==> config.mk <==
export PLATFORM = sky130hd
export DESIGN_NAME = tcgr_ram
export DESIGN_NICKNAME = d
export VERILOG_FILES = /design/src/hdl/tcgr_ram.sv
export SDC_FILE = /design/constraint.sdc
export NUM_CORES = 2
export LEC_CHECK = 0
export BUFFER_PORTS_ARGS = -buffer_cell sky130_fd_sc_hd__buf_2
export CAP_MARGIN = 0
export CORE_ASPECT_RATIO = 1.75
export CORE_MARGIN = 5
export CORE_UTILIZATION = 35
export DETAILED_ROUTE_END_ITERATION = 12
export GPL_ROUTABILITY_DRIVEN = 0
export PLACE_DENSITY = 0.46
export SLEW_MARGIN = 20
export SYNTH_ARGS = -nofsm -noshare
export SYNTH_HDL_FRONTEND = slang
export SYNTH_SLANG_ARGS = --single-unit
==> constraint.sdc <==
create_clock -name clk -period 4.1 [get_ports clk]
set_input_delay 0.41 -clock clk [delete_from_list [all_inputs] [get_ports clk]]
set_output_delay 0.41 -clock clk [all_outputs]
set_load 0.1 [all_outputs]
==> src/hdl/tcgr_ram.sv <==
// tcgr_ram: generic simple dual-port RAM, one write and one registered read port.
// Standalone; no package needed.

module tcgr_ram #(
    parameter int WIDTH = 8,
    parameter int DEPTH = 256
) (
    input  logic                     clk,
    input  logic                     we,
    input  logic [$clog2(DEPTH)-1:0] waddr,
    input  logic [WIDTH-1:0]         wdata,
    input  logic                     re,
    input  logic [$clog2(DEPTH)-1:0] raddr,
    output logic [WIDTH-1:0]         rdata
);

    logic [WIDTH-1:0] mem_reg [DEPTH];
    logic [WIDTH-1:0] rdata_reg;

    always_ff @(posedge clk)
    begin
        if (we)
        begin
            mem_reg[waddr] <= wdata;
        end
        if (re)
        begin
            rdata_reg <= mem_reg[raddr];
        end
    end

    assign rdata = rdata_reg;

endmodule

==> results.tsv <==
stage	metric	value	unit
floorplanning	Die Width	371	um
sta	Final Critical Period	3.14	ns
sta	fmax	319	MHz
power_and_ir_drop	Combinational Power Share	5.5	%
synthesis	Synth cell types	54	
setup_path	Slowest cell on crit path	nor3_1	
sta	final setup violation count	0	
cts	PostCTS Resize Cnt	0	
cells_and_area	fin util	40.5	%
synthesis	Compound-Gate Fraction of Synth Area	3.42	%
routing	starting DRC count in detailed routing	3303	
cells_and_area	Final nets	4131	
cts	CTS Buf Count	193	
placed_design	instance area at placement	85600	sq um
power_and_ir_drop	sequential share of power	53.7	%
cts	CTS max path bufs	4	
global_routing	All-Layer GR Usage	19.5	%
power_and_ir_drop	leakage	28.4	nW
routing	drt pass-1 iters	5	
floorplanning	std cell rows	231	
cells_and_area	max FFs per register	2048	
synthesis	Yosys reg bits	2056	
routing	vias post-DR	38800	
synthesis	sequential share of the synthesized area	77.5	%
synthesis	largest cells by area after synthesis	edfxtp_1, mux4_2, mux2i_1, nor2_1, a22oi_1	
power_and_ir_drop	peak supply drop	0.383	mV
routing	vias per cell	5.33	
placed_design	hpwl dp	154	mm
cts	H-Tree Depth	4	
synthesis	post-synthesis mux area share	14.6	%
routing	Post-Route WL	233	mm
cells_and_area	Final Cell Area	91600	sq um
sta	hold_ws	0.0471	ns
synthesis	synth warn	0	
synthesis	mean post-synth cell area	21.3	sq um
setup_path	crit path launch type	primary input	
synthesis	Synth Area in Simple Gates	2.63	%
power_and_ir_drop	clock power share	40.8	%
floorplanning	Die H	641	um
power_and_ir_drop	Switch Pwr	0.00941	W
synthesis	ys async rst share	0	%
global_routing	first-pass GRT wire length	327	mm
setup_path	critical path arrival	3.68	ns
sta	fin crit share	76.5	%
cts	Clk Tree Root Cell	clkbuf_16	
power_and_ir_drop	PD cells	472	nW/um^2
placed_design	Port Buffer Count	34	
routing	wire per inst	32.0	um
cts	clk_lat worst skew	0.84	ns
setup_path	worst path bufs/invs	2	
synthesis	Mapped Cells	3733	
hold_path	Worst Hold Class	primary input to register	
cts	CTS Sinks	2056	
placed_design	Placed Instances	6937	
power_and_ir_drop	Cell Int Power	0.0338	W
synthesis	post-synthesis adder-cell area fraction	0	%
setup_path	critical path's largest stage delay	0.82	ns
synthesis	combinational family with the most area after synthesis	multiplexers	
setup_path	CP max FO	45	
sta	actual slew at the worst max-slew pin	1.20	ns
sta	Rel. slew slack	19.3	%
setup_path	Worst Setup End Kind	register	
setup_path	Largest delay share family, worst path	simple AND/OR/NAND/NOR gates	
synthesis	Post-Synthesis Cell Area	79600	sq um
power_and_ir_drop	Power Total	0.0432	W
sta	Clock Skews	0.0419	ns
sta	RSZ-0062 raised after global routing	false	
floorplanning	io pins	35	
run_status	outcome	completed	
synthesis	Synth top area share	77.5	%
setup_path	crit path kind	primary input to register	
cells_and_area	layout cells sized above 1	27.1	%
synthesis	number of synthesized flops with an enable pin	2056	
cells_and_area	fillers	20200	
global_routing	vias in the first global route	41100	
cts	TritonCTS clock tree	done	
power_and_ir_drop	sw frac	21.8	%
global_routing	largest net degree at the start of global routing	133	
run	max cap viols	0	
floorplanning	Initial Utilization	35.2	%
setup_path	CP Data Required Time	4.64	ns
routing	post-route DRC violation count	0	
synthesis	syn_nets	3760	
synthesis	prevailing post-synth register cell	edfxtp_1	
cells_and_area	synthesis-to-layout area growth	15.0	%
global_routing	GRT overflow	0	
floorplanning	Core Region	226000	sq um
cells_and_area	Finished Layout Cells	7281	
cts	Worst-path clk slew	0.06	ns
global_routing	initial antenna violation count	15	
floorplanning	Die ar.	238000	sq um
synthesis	post-synthesis xor/xnor area fraction	0	%
synthesis	area leader, netlist	edfxtp_1	
routing	post-route ant nets	0	
sta	max-slew violations	0	
sta	Fin. Hold Viols	0	
setup_path	crit-path cells	buf_8, buf_4, mux4_2, a22o_1, a221oi_1, o32ai_1, nor3_1, nor4_1	
-- power groups by stage --
stage / Combinational [W] / Sequential (W) / Clock, W
after floorplan: 0.00113 / 0.0237 / 0
after global placement: 0.00244 / 0.0236 / 0
after detailed placement: 0.00246 / 0.0236 / 0
after CTS: 0.00247 / 0.0232 / 0.0181
after global routing: 0.00252 / 0.0232 / 0.0188
final: 0.00240 / 0.0232 / 0.0176
-- cell usage in the layout, fill, tap and decap left out, types with 33 or more instances in the layout --
master | synthesis | routed
clkbuf_16 | 0 | 197
a22oi_1 | 133 | 133
a21oi_1 | 96 | 96
mux2i_1 | 134 | 134
edfxtp_1 | 2056 | 2056
mux4_2 | 454 | 454
buf_4 | 27 | 343
o221ai_1 | 46 | 46
buf_12 | 8 | 33
clkinv_2 | 0 | 33
clkinv_1 | 1 | 41
nand2_1 | 33 | 33
clkbuf_1 | 111 | 36
nor2_1 | 282 | 279
-- cells by family after synthesis --
kind of cell	Yosys count
AO/OA/AOI/OAI	385
buffers and inverters	235
multiplexers	591
flip-flops	2056
AND/OR/NAND/NOR	466
-- per-layer routing --
metal	GRT usage [%]	part of all wire [%]	wire length (um)
met5	0	0.012	27
met3	2.20	3.9	9110
met4	6.45	3.6	8410
met1	22.4	36	84300
met2	37.4	56	131000
-- worst paths after layout --
kind | start | to | slack [ns] | cells after the start
hold / removal | wdata[0] | mem_reg[8][0] | 0.05 | 1
hold reg to reg | mem_reg[191][2] | rdata[2] | 1.27 | 5
setup / recovery | raddr[1] | rdata[3] | 0.96 | 8
setup reg to reg | mem_reg[83][3] | rdata[3] | 0.97 | 6
-- cell type report --
class,instances,area [sq um],share of cell area [%]
Timing Repair Buffer,409,3510,3.83
Multi-Input combinational cell,1442,16500,18.1
Tap cell,3029,3790,4.14
Sequential cell,2056,61700,67.4
Clock buffer,233,5060,5.53
Clock inverter,103,930,1.01
Antenna cell,7,17.5,0.0191
Inverter,2,7.51,0.00820
-- Yosys cell counts (28+ instances only) --
library cell	n
a22oi_1	133
clkbuf_1	111
mux4_2	454
nor2b_1	31
nor2_1	282
nand2_1	33
buf_2	31
nand3_1	34
a21oi_1	96
o22ai_1	28
edfxtp_1	2056
o221ai_1	46
mux2i_1	134
-- what timing repair did --
action,4_1_cts,5_1_grt
hold buffers,1,0
setup buffers,0,0
endpoints found under the hold margin,8,0
-- per-stage QoR --
step                setup TNS, ns  worst slack, ns
floorplan                       0             1.61
global placement          -0.0468          -0.0468
detailed placement              0           0.0728
CTS                             0            0.918
global route                    0            0.767
finish                          0            0.962
Power figures use the tool's default switching activity.
